==> config.mk <==
export PLATFORM = sky130hd
export DESIGN_NAME = mapfl_regs
export DESIGN_NICKNAME = d
export VERILOG_FILES = /design/src/rtl/assert_macros.svh /design/src/rtl/mapfl_pkg.sv /design/src/rtl/mapfl_regs.sv
export SDC_FILE = /design/constraint.sdc
export NUM_CORES = 1
export LEC_CHECK = 0
export CAP_MARGIN = 0
export CORE_ASPECT_RATIO = 1.25
export CORE_MARGIN = 2
export CORE_UTILIZATION = 30
export DETAILED_ROUTE_END_ITERATION = 16
export DONT_BUFFER_PORTS = 1
export PLACE_DENSITY_LB_ADDON = 0.25
export SLEW_MARGIN = 20
export SYNTH_ARGS = -nofsm -noshare
export SYNTH_HDL_FRONTEND = slang
export SYNTH_SLANG_ARGS = --single-unit
==> constraint.sdc <==
create_clock -name clk -period 1.49 [get_ports clk]
set_input_delay 0.149 -clock clk [delete_from_list [all_inputs] [get_ports clk]]
set_output_delay 0.149 -clock clk [all_outputs]
set_load 0.01 [all_outputs]
==> src/rtl/assert_macros.svh <==
// assertion macros for the rtl
`ifndef ASSERT_MACROS_SVH
`define ASSERT_MACROS_SVH

`ifndef SYNTH

// property must hold at every clock edge out of reset
`define ASSERT_PROP(lbl, clk, rst_n, prop, msg) \
	lbl: assert property (@(posedge clk) disable iff (!rst_n) (prop)) else $error(msg);

// condition must never be seen at a clock edge out of reset
`define ASSERT_NEVER(lbl, clk, rst_n, cond, msg) \
	lbl: assert property (@(posedge clk) disable iff (!rst_n) !(cond)) else $error(msg);

`else

`define ASSERT_PROP(lbl, clk, rst_n, prop, msg)
`define ASSERT_NEVER(lbl, clk, rst_n, cond, msg)

`endif

`endif

==> src/rtl/mapfl_pkg.sv <==
`timescale 1ns / 1ps

package mapfl_pkg;

	// sizing of the allocator
	localparam int AREA_COUNT     = 4;
	localparam int PAGES_PER_AREA = 1024;
	// page size, a power of two
	localparam int PAGE_BYTES     = 4096;

	// fixed field widths
	localparam int CFG_AREAS   = 4;
	localparam int ADDR_W      = 52;
	localparam int PAGES_REG_W = 11;
	localparam int CMD_W       = 2;
	localparam int STATUS_W    = 2;

	// derived widths
	localparam int AREA_W     = (AREA_COUNT > 1) ? $clog2(AREA_COUNT) : 1;
	localparam int SLOT_W     = (PAGES_PER_AREA > 1) ? $clog2(PAGES_PER_AREA) : 1;
	localparam int COUNT_W    = $clog2(PAGES_PER_AREA + 1);
	localparam int PAGE_SHIFT = $clog2(PAGE_BYTES);
	localparam int RING_AW    = AREA_W + SLOT_W;
	localparam int RING_DEPTH = 1 << RING_AW;

	// apb register file
	localparam int PADDR_W   = 6;
	localparam int PDATA_W   = 64;
	localparam int REG_IDX_W = 3;

	localparam logic [REG_IDX_W-1:0] REG_AREA0_BASE  = 3'd0;
	localparam logic [REG_IDX_W-1:0] REG_AREA1_BASE  = 3'd1;
	localparam logic [REG_IDX_W-1:0] REG_AREA2_BASE  = 3'd2;
	localparam logic [REG_IDX_W-1:0] REG_AREA3_BASE  = 3'd3;
	localparam logic [REG_IDX_W-1:0] REG_AREA0_PAGES = 3'd4;
	localparam logic [REG_IDX_W-1:0] REG_AREA1_PAGES = 3'd5;
	localparam logic [REG_IDX_W-1:0] REG_AREA2_PAGES = 3'd6;
	localparam logic [REG_IDX_W-1:0] REG_AREA3_PAGES = 3'd7;

	// command codes
	localparam logic [CMD_W-1:0] CMD_ALLOC = 2'd0;
	localparam logic [CMD_W-1:0] CMD_FREE  = 2'd1;
	localparam logic [CMD_W-1:0] CMD_INIT  = 2'd2;
	localparam logic [CMD_W-1:0] CMD_NOP   = 2'd3;

	// status codes
	localparam logic [STATUS_W-1:0] STAT_OK      = 2'd0;
	localparam logic [STATUS_W-1:0] STAT_NO_PAGE = 2'd1;
	localparam logic [STATUS_W-1:0] STAT_OUTSIDE = 2'd2;
	localparam logic [STATUS_W-1:0] STAT_FULL    = 2'd3;

	// area configuration as seen by the controller
	typedef struct packed {
		logic [CFG_AREAS-1:0][ADDR_W-1:0]      base;
		logic [CFG_AREAS-1:0][PAGES_REG_W-1:0] pages;
	} area_cfg_t;

	// page count clipped to the ring size
	function automatic logic [COUNT_W-1:0] usable_pages(input logic [PAGES_REG_W-1:0] p);
		if (int'(p) > PAGES_PER_AREA)
			return COUNT_W'(PAGES_PER_AREA);
		else
			return COUNT_W'(p);
	endfunction

endpackage

==> src/rtl/mapfl_regs.sv <==
`timescale 1ns / 1ps

module mapfl_regs (
	input  logic                            clk,
	input  logic                            arst_n,
	input  logic                            psel,
	input  logic                            penable,
	input  logic                            pwrite,
	input  logic [mapfl_pkg::PADDR_W-1:0]   paddr,
	input  logic [mapfl_pkg::PDATA_W-1:0]   pwdata,
	output logic [mapfl_pkg::PDATA_W-1:0]   prdata,
	output logic                            pready,
	output mapfl_pkg::area_cfg_t            cfg
);

	mapfl_pkg::area_cfg_t               cfg_q;
	logic [mapfl_pkg::REG_IDX_W-1:0]    reg_idx;
	logic                               wr_en;

	assign reg_idx = paddr[mapfl_pkg::PADDR_W-1:3];
	assign wr_en   = psel && penable && pwrite;
	assign pready  = 1'b1;
	assign cfg     = cfg_q;

	// register writes
	always_ff @(posedge clk or negedge arst_n) begin
		if (!arst_n) begin
			cfg_q <= '0;
		end else if (wr_en) begin
			case (reg_idx)
				mapfl_pkg::REG_AREA0_BASE:  cfg_q.base[0]  <= pwdata[mapfl_pkg::ADDR_W-1:0];
				mapfl_pkg::REG_AREA1_BASE:  cfg_q.base[1]  <= pwdata[mapfl_pkg::ADDR_W-1:0];
				mapfl_pkg::REG_AREA2_BASE:  cfg_q.base[2]  <= pwdata[mapfl_pkg::ADDR_W-1:0];
				mapfl_pkg::REG_AREA3_BASE:  cfg_q.base[3]  <= pwdata[mapfl_pkg::ADDR_W-1:0];
				mapfl_pkg::REG_AREA0_PAGES: cfg_q.pages[0] <= pwdata[mapfl_pkg::PAGES_REG_W-1:0];
				mapfl_pkg::REG_AREA1_PAGES: cfg_q.pages[1] <= pwdata[mapfl_pkg::PAGES_REG_W-1:0];
				mapfl_pkg::REG_AREA2_PAGES: cfg_q.pages[2] <= pwdata[mapfl_pkg::PAGES_REG_W-1:0];
				mapfl_pkg::REG_AREA3_PAGES: cfg_q.pages[3] <= pwdata[mapfl_pkg::PAGES_REG_W-1:0];
				default: ;
			endcase
		end
	end

	// register reads
	always_comb begin
		case (reg_idx)
			mapfl_pkg::REG_AREA0_BASE:  prdata = mapfl_pkg::PDATA_W'(cfg_q.base[0]);
			mapfl_pkg::REG_AREA1_BASE:  prdata = mapfl_pkg::PDATA_W'(cfg_q.base[1]);
			mapfl_pkg::REG_AREA2_BASE:  prdata = mapfl_pkg::PDATA_W'(cfg_q.base[2]);
			mapfl_pkg::REG_AREA3_BASE:  prdata = mapfl_pkg::PDATA_W'(cfg_q.base[3]);
			mapfl_pkg::REG_AREA0_PAGES: prdata = mapfl_pkg::PDATA_W'(cfg_q.pages[0]);
			mapfl_pkg::REG_AREA1_PAGES: prdata = mapfl_pkg::PDATA_W'(cfg_q.pages[1]);
			mapfl_pkg::REG_AREA2_PAGES: prdata = mapfl_pkg::PDATA_W'(cfg_q.pages[2]);
			mapfl_pkg::REG_AREA3_PAGES: prdata = mapfl_pkg::PDATA_W'(cfg_q.pages[3]);
			default:                    prdata = '0;
		endcase
	end

endmodule

# After elaboration in Yosys (flattened, before gate mapping)
# Cells that the tools add are included.
# totals
reg_bits	252
latchBits	0
ram_bits	0
mem_bits_ro	0
inputBits	75
output_inout_bits	317
memories	0
# op_classes
add_sub_neg	0
mul	0
n_div	0
magnitude_cmp	0
n_eq_ne	7
shifts	0
mux	1
n_bitwise	0
n_reduce_logical	11
# op_table
operator	count
64-bit case mux with 8 select lines	1
2-bit AND reduction	8
3-bit == test, second input constant	4
3-bit by 2-bit == test with 1-bit output, second input constant	2
3-bit by 1-bit == test with 1-bit output, second input constant	1
3-bit logical NOT	1
1-bit logical AND	2

# Longest topological paths before layout
# Gate-level depths: netlist of run 1.
# depth
ltp_word	3
ltp_mapped	7
mapped_depth_nobuf	4

# Least setup slack after synthesis of run 1
# OpenSTA, ideal clock, no wires.
# synth_timing
path_type	input to output
startpoint	input port paddr[3] (netlist bit)
endpoint	output port prdata[11] (netlist bit)
t_arrival_ps	1324
required_time_ps	1341
slack_ps	17
stages	4
n_path_buf	2
cell_sequence	buf_2 buf_2 mux4_2 nor2b_1
# synth_via
elab_chain_cells	2
# synth_rtl
element	line_no	rtl
start: declaration	mapfl_regs.sv:9	input logic [mapfl_pkg::PADDR_W-1:0] paddr,
3-bit == test, or another cell as far along	mapfl_regs.sv:46	case (reg_idx)
64-bit case mux with 8 select lines (*)	mapfl_regs.sv:46	
end: declaration	mapfl_regs.sv:11	output logic [mapfl_pkg::PDATA_W-1:0] prdata,
# Mark *: on every way between the ends. The rest lies on a longest branch, timed or not. The select of a mux whose other input is x is not followed.

# Worst setup path in the final report of run 1
# layout_timing
startpoint	register cfg_q, in the netlist cfg[243]
endpoint	output port prdata[43] (netlist bit)
# layout_via
elab_chain_cells	1
# layout_rtl
element	line_no	rtl
start: declaration	mapfl_regs.sv:16	mapfl_pkg::area_cfg_t cfg_q;
64-bit case mux with 8 select lines	mapfl_regs.sv:46	
# No other way between the ends. The select of a mux whose other input is x is not followed.

==> results of run 1 <==
[cells by family after synthesis]
kind of cell           after synthesis  share of synthesized area
AOI/OAI and AO/OA                   39                     0.0238
buffers and inverters               66                     0.0326
DFF                                252                      0.551
muxes                              319                      0.352
other                                2                   0.000657
and+or+nand+nor                     83                     0.0399
[cell usage in the layout (no fill, tap or decap), types with 2 or more instances in the layout]
cell type	netlist	layout
sky130_fd_sc_hd__mux2_2	202	202
sky130_fd_sc_hd__dfrtp_1	252	197
sky130_fd_sc_hd__buf_4	13	61
sky130_fd_sc_hd__dfrtp_2	0	55
sky130_fd_sc_hd__dlygate4sd3_1	0	52
sky130_fd_sc_hd__mux2_1	50	50
sky130_fd_sc_hd__mux4_2	41	41
sky130_fd_sc_hd__nor2b_4	0	41
sky130_fd_sc_hd__clkbuf_16	0	29
sky130_fd_sc_hd__mux2i_1	26	25
sky130_fd_sc_hd__nor2_1	22	19
sky130_fd_sc_hd__conb_1	2	13
sky130_fd_sc_hd__o22ai_1	7	7
sky130_fd_sc_hd__o22a_1	7	7
sky130_fd_sc_hd__clkbuf_8	0	7
sky130_fd_sc_hd__buf_12	0	7
sky130_fd_sc_hd__nand2b_1	6	6
sky130_fd_sc_hd__a211oi_2	0	5
sky130_fd_sc_hd__a21oi_2	0	5
sky130_fd_sc_hd__a21oi_1	10	5
sky130_fd_sc_hd__clkinv_2	0	5
sky130_fd_sc_hd__nand2_1	4	4
sky130_fd_sc_hd__clkbuf_1	11	4
sky130_fd_sc_hd__nor2b_1	44	3
sky130_fd_sc_hd__a22o_1	3	3
sky130_fd_sc_hd__a221oi_2	0	3
sky130_fd_sc_hd__a211oi_1	8	3
sky130_fd_sc_hd__inv_1	3	2
sky130_fd_sc_hd__or3_4	0	2
sky130_fd_sc_hd__nor2_4	0	2
sky130_fd_sc_hd__bufinv_16	0	2
[worst max-delay path, delay by kind of cell (launching register included)]
| kind | cells | cell delay, ns |
|---|---|---|
| flip-flops | 1 | 0.43 |
| multiplexers | 1 | 0.50 |
| AND/OR/NAND/NOR | 1 | 0.16 |
[layer usage]
layer	wire length (um)	GRT usage	up-vias
li1	-	-	2974
met1	12900	0.193	3691
met2	17400	0.293	244
met3	2500	0.0436	70
met4	1270	0.0661	0
met5	0	0	-
[stage by stage]
step	instances	TNS, ns	setup WS (ns)	hold WS, ns	instance area (um2)
after CTS	1359	-14.62	-0.337	-0.740	14200
after global routing	1365	-15.58	-0.341	-0.737	14300
after global placement	1257	0	0.0718	-0.141	12300
after floorplan	772	0	0.0173	-0.147	11500
final	1366	-12.77	-0.297	-0.705	14300
after detailed placement	1257	0	0.0603	-0.143	12300
[power by group]
group          internal, mW  switching, mW  total (mW)  leakage, nW
registers              8.24           1.82        10.1         3.15
logic                  2.17           1.26        3.43         2.62
clock network          4.24           2.84        7.08        0.469
total                  14.6           5.93        20.6         6.24
[what timing repair did]
item | CTS | global route
gates resized for setup | 126 | 27
pin swaps | 18 | 7
setup endpoints to repair | 52 | 52
gates cloned | 0 | 0
endpoints found under the hold margin | 504 | 252
setup buffers | 0 | 6
[path summary, 6_finish.rpt]
check	start	endpoint	slack [ns]
max in group asynchronous	arst_n	cfg[129]$_DFFE_PN0P_	0.93
worst max-delay path	cfg[243]$_DFFE_PN0P_	prdata[43]	-0.30
min in group clk	paddr[5]	cfg[83]$_DFFE_PN0P_	0.17
worst min-delay path	arst_n	cfg[177]$_DFFE_PN0P_	-0.71
worst max register to register	cfg[118]$_DFFE_PN0P_	cfg[118]$_DFFE_PN0P_	0.42
worst min register to register	cfg[128]$_DFFE_PN0P_	cfg[128]$_DFFE_PN0P_	0.57
[area by class of cell]
class | instances | area [um2] | area share
Sequential cell | 252 | 6370 | 0.447
Multi-Input combinational cell | 454 | 5200 | 0.365
Timing Repair Buffer | 120 | 1120 | 0.0784
Clock buffer | 40 | 837 | 0.0587
Tap cell | 486 | 608 | 0.0426
Clock inverter | 10 | 110 | 0.00772
Inverter | 3 | 11.3 | 0.000789
Antenna cell | 1 | 2.50 | 0.000175
==> PnR_summary.wiki, run 1 <==
{| class="wikitable"
! Metric !! Value
|-
| Outcome || complete, but fails checks
|-
| Violations in the final reports || hold timing, setup timing
|-
| Number of rows created at floorplan || 79
|-
| Setup repair after global routing missed its margin || yes
|-
| Peak per-stage delay on the critical path || about 0.50 ns
|-
| Rel. slew slack || 0.0461
|-
| Final worst-path setup slack || -0.297 ns
|-
| Mean cell area of the mapped netlist || 15.0 um2
|-
| Worst EP arrival || about 1.6 ns
|-
| Critical path, cell by cell || mux4_2 > nor2b_4
|-
| Library cell with the largest summed area after synthesis || sky130_fd_sc_hd__dfrtp_1
|-
| Maximum net fanout on the critical path || 3
|-
| Final design utilization || 0.381
|-
| Nets@finish || 934
|-
| Number of library cell types mapped by synthesis || 28
|-
| Worst slew pin tran || ~1.4 ns
|-
| Largest cells by area after synthesis || sky130_fd_sc_hd__dfrtp_1 55%, sky130_fd_sc_hd__mux2_2 20%, sky130_fd_sc_hd__mux4_2 8.1%
|-
| Slowest cell on crit path || sky130_fd_sc_hd__mux4_2
|-
| Worst Reg2Reg Path Length in Cells || 3
|-
| Netlist area before placement || 11400 um2
|-
| Maximum number of pins on one net before global-route repair || 253
|-
| Number of optimization iterations in the first detailed-route pass || 4
|-
| Starting Density || 0.305
|-
| Root buffer selected by CTS || sky130_fd_sc_hd__clkbuf_16
|-
| Min Hold Slack || -0.705 ns
|-
| Crit path time final || 1.79 ns
|-
| Fraction of synthesized cell area taken by the top area cell type || 0.551
|-
| Number of H-tree branching levels || 1
|-
| Total leakage power || 6.24 nW
|-
| Global-route wire length before repair || 50400 um
|-
| CTS tree || built
|-
| Sequential element share of the synthesized area || 0.551
|-
| Detail-routed via count per cell || 5.11
|-
| Die extent in x || 179 um
|-
| Highest ir drop seen on vdd || 0.786 mV
|-
| PnR Total Power || around 20 mW
|-
| Quantity of hold-fixing buffers added after cts || 52
|-
| Remaining design rule violation count || 0
|-
| WL final || 34000 um
|-
| Kind of critical path || reg2out
|-
| Leading register cell type out of synthesis || sky130_fd_sc_hd__dfrtp_1
|-
| Crit path launch type || flip-flop
|-
| Die extent in y || 222 um
|-
| Inserted Clock Buffers || 28
|-
| Power density over the cells || 1440 nW/um2
|-
| Clk sinks || 252
|-
| Critical path capture point type || output port
|-
| All-Layer GR Usage || 0.167
|-
| Number of enable flip-flop cells after synthesis || 0
|-
| Synthesized instance count || ~760
|-
| Last weighted congestion value of the routability-driven placer || between 0.7 and 0.8
|-
| Top Ports || 392
|-
| Worst-case clock buffer depth || 3
|-
| Fraction of registers with async set or reset after synthesis || 1.00
|-
| Final number of hold-violating endpoints || 252
|-
| Achievable Freq || between 500 and 600 MHz
|-
| Count of input and output buffers || 0
|-
| Die Area || approximately 40000 um2
|-
| Max-slew violations || 0
|-
| Most frequent cells after synthesis || 252 x sky130_fd_sc_hd__dfrtp_1, 202 x sky130_fd_sc_hd__mux2_2, 50 x sky130_fd_sc_hd__mux2_1
|-
| Clock-pin slew reported for the worst setup and hold paths after clock tree synthesis || 0.06 ns
|-
| Number of global-route vias before repair || 7567
|-
| Wirelength per Cell || 24.9 um
|-
| Share of the clock period used by the worst path after layout || 1.20
|-
| Maxcap violations || 0
|-
| Count of state elements after synthesis || approximately 250
|-
| Remaining number of nets flagged by the antenna check after routing || 0
|-
| Core area || 37500 um2
|-
| Detailed-placement wirelength estimate || 21800 um
|-
| Worst path required time || about 1.3 ns
|-
| Most common cell in the synthesized netlist || sky130_fd_sc_hd__dfrtp_1
|-
| Filler cell count in the final layout || 3535
|-
| Number of warning messages in the yosys log || 0
|-
| Number of flip-flops under the largest register name || 252
|-
| Worst-Skew Late Latency || around 0.54 ns
|-
| Number of antenna violations at the first check in global routing || 1
|-
| Finish-stage setup viols || 52
|-
| Path type of the worst min-delay path || in2async
|-
| Vias after detailed routing || around 7000
|-
| Total congestion overflow || 0
|-
| Ratio of cells with drive above 1 in the final layout || 0.538
|-
| Layout-stage area growth over the synthesis result || 24.7%
|-
| Worst clock skew || 0 ns
|-
| Iter 0 DRT Violations || 234
|}
Power figures use the tool's default switching activity.
==> run 2: changes to the inputs <==
--- a/config.mk
+++ b/config.mk
@@ -11,7 +11,9 @@
 export CORE_UTILIZATION = 30
 export DETAILED_ROUTE_END_ITERATION = 16
 export DONT_BUFFER_PORTS = 1
+export HOLD_SLACK_MARGIN = 0.05
 export PLACE_DENSITY_LB_ADDON = 0.25
+export SETUP_SLACK_MARGIN = 0.4
 export SLEW_MARGIN = 20
 export SYNTH_ARGS = -nofsm -noshare
 export SYNTH_HDL_FRONTEND = slang
==> PnR_summary.wiki, run 2 (same netlist as run 1, synthesis figures left out) <==
{| class="wikitable"
! Metric !! Value
|-
| Outcome || complete, but fails checks
|-
| Violations in the final reports || hold timing, setup timing
|-
| Ratio of cells with drive above 1 in the final layout || 0.600
|-
| Clk sinks || 252
|-
| Power density over the cells || 1440 nW/um2
|-
| Number of flip-flops under the largest register name || 252
|-
| Core area || 37500 um2
|-
| Starting Density || 0.305
|-
| Setup repair after global routing missed its margin || yes
|-
| Slowest cell on crit path || sky130_fd_sc_hd__mux4_2
|-
| All-Layer GR Usage || 0.162
|-
| Max-slew violations || 0
|-
| Critical path capture point type || output port
|-
| Wirelength per Cell || 24.5 um
|-
| CTS tree || built
|-
| Detail-routed via count per cell || 5.09
|-
| Layout-stage area growth over the synthesis result || 25.4%
|-
| Reg-to-reg slack, setup || around 0.57 ns
|-
| Count of input and output buffers || 0
|-
| Detailed-placement wirelength estimate || 21100 um
|-
| Top Ports || around 400
|-
| Quantity of hold-fixing buffers added after cts || 52
|-
| Number of rows created at floorplan || 79
|-
| Kind of critical path || reg2out
|-
| Maximum number of pins on one net before global-route repair || 253
|-
| Path type of the worst min-delay path || in2async
|-
| Critical path, cell by cell || mux4_2 > nor2b_4
|-
| Maximum net fanout on the critical path || 3
|-
| Crit path time final || 1.83 ns
|-
| Achievable Freq || 547 MHz
|-
| Remaining design rule violation count || 0
|-
| PnR Total Power || 20.6 mW
|-
| Inserted Clock Buffers || 28
|-
| Clock-pin slew reported for the worst setup and hold paths after clock tree synthesis || about 0.060 ns
|-
| Number of global-route vias before repair || approximately 7400
|-
| Buffers inserted by post-CTS timing repair || 0
|-
| Number of H-tree branching levels || 1
|-
| Die extent in y || 222 um
|-
| Last weighted congestion value of the routability-driven placer || 0.778
|-
| Nets@finish || 910
|-
| Total leakage power || 6.10 nW
|-
| Crit path launch type || flip-flop
|-
| Worst path required time || between 1 and 1.5 ns
|-
| Total congestion overflow || 0
|-
| Dominant delay contributor by cell family on the critical path || multiplexers
|-
| Worst clock skew || 0 ns
|-
| Die Area || 39700 um2
|-
| Critical path buffers and inverters || 0
|-
| Most common cell after layout, fill and taps aside || sky130_fd_sc_hd__mux2_2
|-
| Number of antenna violations at the first check in global routing || 0
|-
| Final instance count without filler cells || ~1300
|-
| Share of the clock period used by the worst path after layout || 1.23
|-
| Worst-Skew Late Latency || ~0.54 ns
|-
| Most used cells in the layout excluding fill and tap cells || 195 x sky130_fd_sc_hd__mux2_2, 142 x sky130_fd_sc_hd__dfrtp_1, 110 x sky130_fd_sc_hd__dfrtp_2, 52 x sky130_fd_sc_hd__dlygate4sd3_1, 50 x sky130_fd_sc_hd__mux2_1
|-
| Vias after detailed routing || 6832
|-
| Highest ir drop seen on vdd || 0.774 mV
|-
| Total placed cells including tap cells || 1239
|-
| Final number of hold-violating endpoints || 252
|-
| Antenna diode instance count || 0
|-
| Worst EP arrival || 1.68 ns
|-
| Maxcap violations || 0
|-
| Die extent in x || approximately 180 um
|-
| Number of optimization iterations in the first detailed-route pass || 5
|-
| Finish-stage setup viols || 52
|-
| Min Hold Slack || -0.704 ns
|-
| Global-route wire length before repair || 49100 um
|-
| Root buffer selected by CTS || sky130_fd_sc_hd__clkbuf_16
|-
| Peak per-stage delay on the critical path || around 0.53 ns
|-
| Final worst-path setup slack || -0.338 ns
|-
| Filler cell count in the final layout || between 3000 and 4000
|-
| Worst-case clock buffer depth || 3
|-
| Iter 0 DRT Violations || between 200 and 250
|-
| WL final || 32800 um
|-
| Remaining number of nets flagged by the antenna check after routing || 0
|}
==> run 2: what timing repair did <==
| item | CTS | global route |
|---|---|---|
| gates resized for setup | 86 | 62 |
| cloned | 0 | 0 |
| hold endpoints to repair | 504 | 252 |
| endpoints found under the setup margin | 304 | 304 |
| pin swaps | 18 | 8 |
==> run 2: routing by layer <==
layer,GRT usage,vias to the layer above,share of wire,wire length [um]
met5,0,-,0,0
met4,0.0404,0,0.016,519
met3,0.0443,34,0.078,2550
met2,0.288,275,0.51,16900
met1,0.192,3626,0.39,12900
li1,-,2897,-,-
==> run 2: power by group <==
group / internal, mW / switching (mW)
Combinational: 2.12 / 1.08
Sequential: 8.30 / 1.97
Clock: 4.29 / 2.81
Total: 14.7 / 5.87
==> run 2: final cells by class <==
type                       count  area (um2)  area share
clock buffer                  42         855      0.0596
inverter                       3        11.3    0.000785
clock inverter                10         109     0.00759
tap                          486         608      0.0424
multi-input combinational    454        5290       0.369
timing repair buffer          96        1020      0.0715
sequential                   252        6440       0.449
==> run 2: worst paths after layout <==
| path | depth (start not counted) | from | endpoint |
|---|---|---|---|
| worst max-delay path | 2 | cfg[223]$_DFFE_PN0P_ | prdata[23] |
| worst min-delay path | 0 | arst_n | cfg[47]$_DFFE_PN0P_ |
| worst max register to register | 2 | cfg[107]$_DFFE_PN0P_ | cfg[107]$_DFFE_PN0P_ |
| worst min register to register | 1 | cfg[126]$_DFFE_PN0P_ | cfg[126]$_DFFE_PN0P_ |
| max in group asynchronous | 0 | arst_n | cfg[232]$_DFFE_PN0P_ |
| min in group clk | 3 | paddr[5] | cfg[44]$_DFFE_PN0P_ |
==> run 2: stage by stage <==
stage | hold WS (ns) | util | worst slack, ns | setup TNS, ns | area [um2]
2_1_floorplan | -0.147 | - | 0.120 | 0 | 12100
3_3_place_gp | -0.142 | 0.335 | 0.0920 | 0 | 12600
3_5_place_dp | -0.143 | 0.335 | 0.0783 | 0 | 12600
4_1_cts | -0.740 | 0.380 | -0.384 | -15.09 | 14200
5_1_grt | -0.725 | 0.383 | -0.401 | -16.00 | 14300
6_report | -0.704 | 0.383 | -0.338 | -12.78 | 14300
==> run 3: changes to the inputs <==
--- a/config.mk
+++ b/config.mk
@@ -14,6 +14,7 @@
 export HOLD_SLACK_MARGIN = 0.05
 export PLACE_DENSITY_LB_ADDON = 0.25
 export SETUP_SLACK_MARGIN = 0.4
+export SKIP_CTS_REPAIR_TIMING = 1
 export SLEW_MARGIN = 20
 export SYNTH_ARGS = -nofsm -noshare
 export SYNTH_HDL_FRONTEND = slang
==> PnR_summary.wiki, run 3 (same netlist as run 1, synthesis figures left out) <==
{| class="wikitable"
! Metric !! Value
|-
| Outcome || complete, but fails checks
|-
| Violations in the final reports || hold timing, setup timing
|-
| Achievable Freq || ~550 MHz
|-
| Clk sinks || 252
|-
| CTS tree || built
|-
| Final number of hold-violating endpoints || between 200 and 300
|-
| Inserted Clock Buffers || 28
|-
| Worst-Skew Late Latency || 0.54 ns
|-
| Core area || 37500 um2
|-
| Detail-routed via count per cell || 5.09
|-
| All-Layer GR Usage || 0.160
|-
| Starting Density || 0.305
|-
| Die extent in y || between 200 and 250 um
|-
| Total congestion overflow || 0
|-
| Power density over the cells || ~1400 nW/um2
|-
| Path type of the worst min-delay path || in2async
|-
| Setup repair after global routing missed its margin || yes
|-
| Die Area || 39700 um2
|-
| Maximum net fanout on the critical path || 3
|-
| Summed negative setup slack over all endpoints || -12.85 ns
|-
| Worst EP arrival || 1.68 ns
|-
| Worst path required time || 1.34 ns
|-
| Total placed cells including tap cells || 1239
|-
| Number of H-tree branching levels || 1
|-
| Worst-case clock buffer depth || 3
|-
| Worst clock skew || 0 ns
|-
| Clock-pin slew reported for the worst setup and hold paths after clock tree synthesis || around 0.060 ns
|-
| Filler cell count in the final layout || 3526
|-
| Crit path time final || 1.82 ns
|-
| Number of rows created at floorplan || 79
|-
| Last weighted congestion value of the routability-driven placer || 0.778
|-
| Post-DP Area || ~13000 um2
|-
| Finish-stage setup viols || 52
|-
| WL final || 32900 um
|-
| Most used cells in the layout excluding fill and tap cells || 195 x sky130_fd_sc_hd__mux2_2, 143 x sky130_fd_sc_hd__dfrtp_1, 109 x sky130_fd_sc_hd__dfrtp_2, 52 x sky130_fd_sc_hd__dlygate4sd3_1, 50 x sky130_fd_sc_hd__mux2_1
|-
| Remaining design rule violation count || 0
|-
| Number of flip-flops under the largest register name || 252
|-
| Maxcap violations || 0
|-
| Vias after detailed routing || 6831
|-
| Final instance count without filler cells || ~1300
|-
| Maximum number of pins on one net before global-route repair || 253
|-
| Top Ports || 392
|-
| Remaining number of nets flagged by the antenna check after routing || 0
|-
| Antenna diode instance count || 0
|-
| Worst setup timing slack at the placement stage || between 0.07 and 0.08 ns
|-
| Number of optimization iterations in the first detailed-route pass || 4
|-
| FF/Latch Area || 6440 um2
|-
| Crit path launch type || flip-flop
|-
| Number of antenna violations at the first check in global routing || 0
|-
| Root buffer selected by CTS || sky130_fd_sc_hd__clkbuf_16
|-
| Iter 0 DRT Violations || 245
|-
| Number of global-route vias before repair || about 7200
|-
| Total leakage power || just over 6 nW
|-
| Share of the clock period used by the worst path after layout || 1.22
|-
| Most common cell after layout, fill and taps aside || sky130_fd_sc_hd__mux2_2
|-
| Detailed-placement wirelength estimate || between 20000 and 25000 um
|-
| Final design utilization || 0.383
|-
| Kind of critical path || reg2out
|-
| PnR Total Power || 20.6 mW
|-
| Final worst-path setup slack || -0.334 ns
|-
| Nets@finish || 910
|-
| Count of input and output buffers || 0
|-
| Wirelength per Cell || around 24 um
|-
| Max-slew violations || 0
|-
| Min Hold Slack || -0.703 ns
|-
| Area of the multi-input gates || 5280 um2
|-
| Highest ir drop seen on vdd || 0.773 mV
|-
| Die extent in x || 179 um
|-
| Global-route wire length before repair || 48000 um
|-
| Ratio of cells with drive above 1 in the final layout || 0.597
|-
| Layout-stage area growth over the synthesis result || 25.3%
|-
| Final instance area || 14300 um2
|-
| Critical path capture point type || output port
|}
## run 3: worst paths after layout
| path | from | endpoint | slack [ns] | depth (start not counted) |
|---|---|---|---|---|
| setup reg to reg | cfg[107]$_DFFE_PN0P_ | cfg[107]$_DFFE_PN0P_ | 0.57 | 2 |
| hold / removal | arst_n | cfg[47]$_DFFE_PN0P_ | -0.70 | 0 |
| hold reg to reg | cfg[113]$_DFFE_PN0P_ | cfg[113]$_DFFE_PN0P_ | 0.57 | 1 |
| min in group clk | paddr[5] | cfg[44]$_DFFE_PN0P_ | 0.14 | 3 |
| max in group asynchronous | arst_n | cfg[57]$_DFFE_PN0P_ | 1.76 | 0 |
| setup / recovery | cfg[223]$_DFFE_PN0P_ | prdata[23] | -0.33 | 2 |
## run 3: power by group
group	internal [mW]	leakage [nW]	switching, mW	total (mW)
combinational	2.12	2.55	1.08	3.20
sequential	8.30	3.08	1.97	10.3
clock	4.29	0.473	2.81	7.11
## run 3: cell type report
cell class	instances	share of cell area
Clock buffer	42	0.0596
Clock inverter	10	0.00759
Inverter	3	0.000786
Multi-Input combinational cell	454	0.369
Sequential cell	252	0.449
Tap cell	486	0.0424
Timing Repair Buffer	96	0.0715
## run 3: layer usage
layer	track usage	part of all wire
met1	0.189	0.39
met2	0.281	0.51
met3	0.0471	0.077
met4	0.0404	0.021
met5	0	0
## run 3: critical path: stages, from the launching register on
cell and delay (ns):
sky130_fd_sc_hd__dfrtp_2 0.44, sky130_fd_sc_hd__mux4_2 0.53, sky130_fd_sc_hd__nor2b_4 0.16
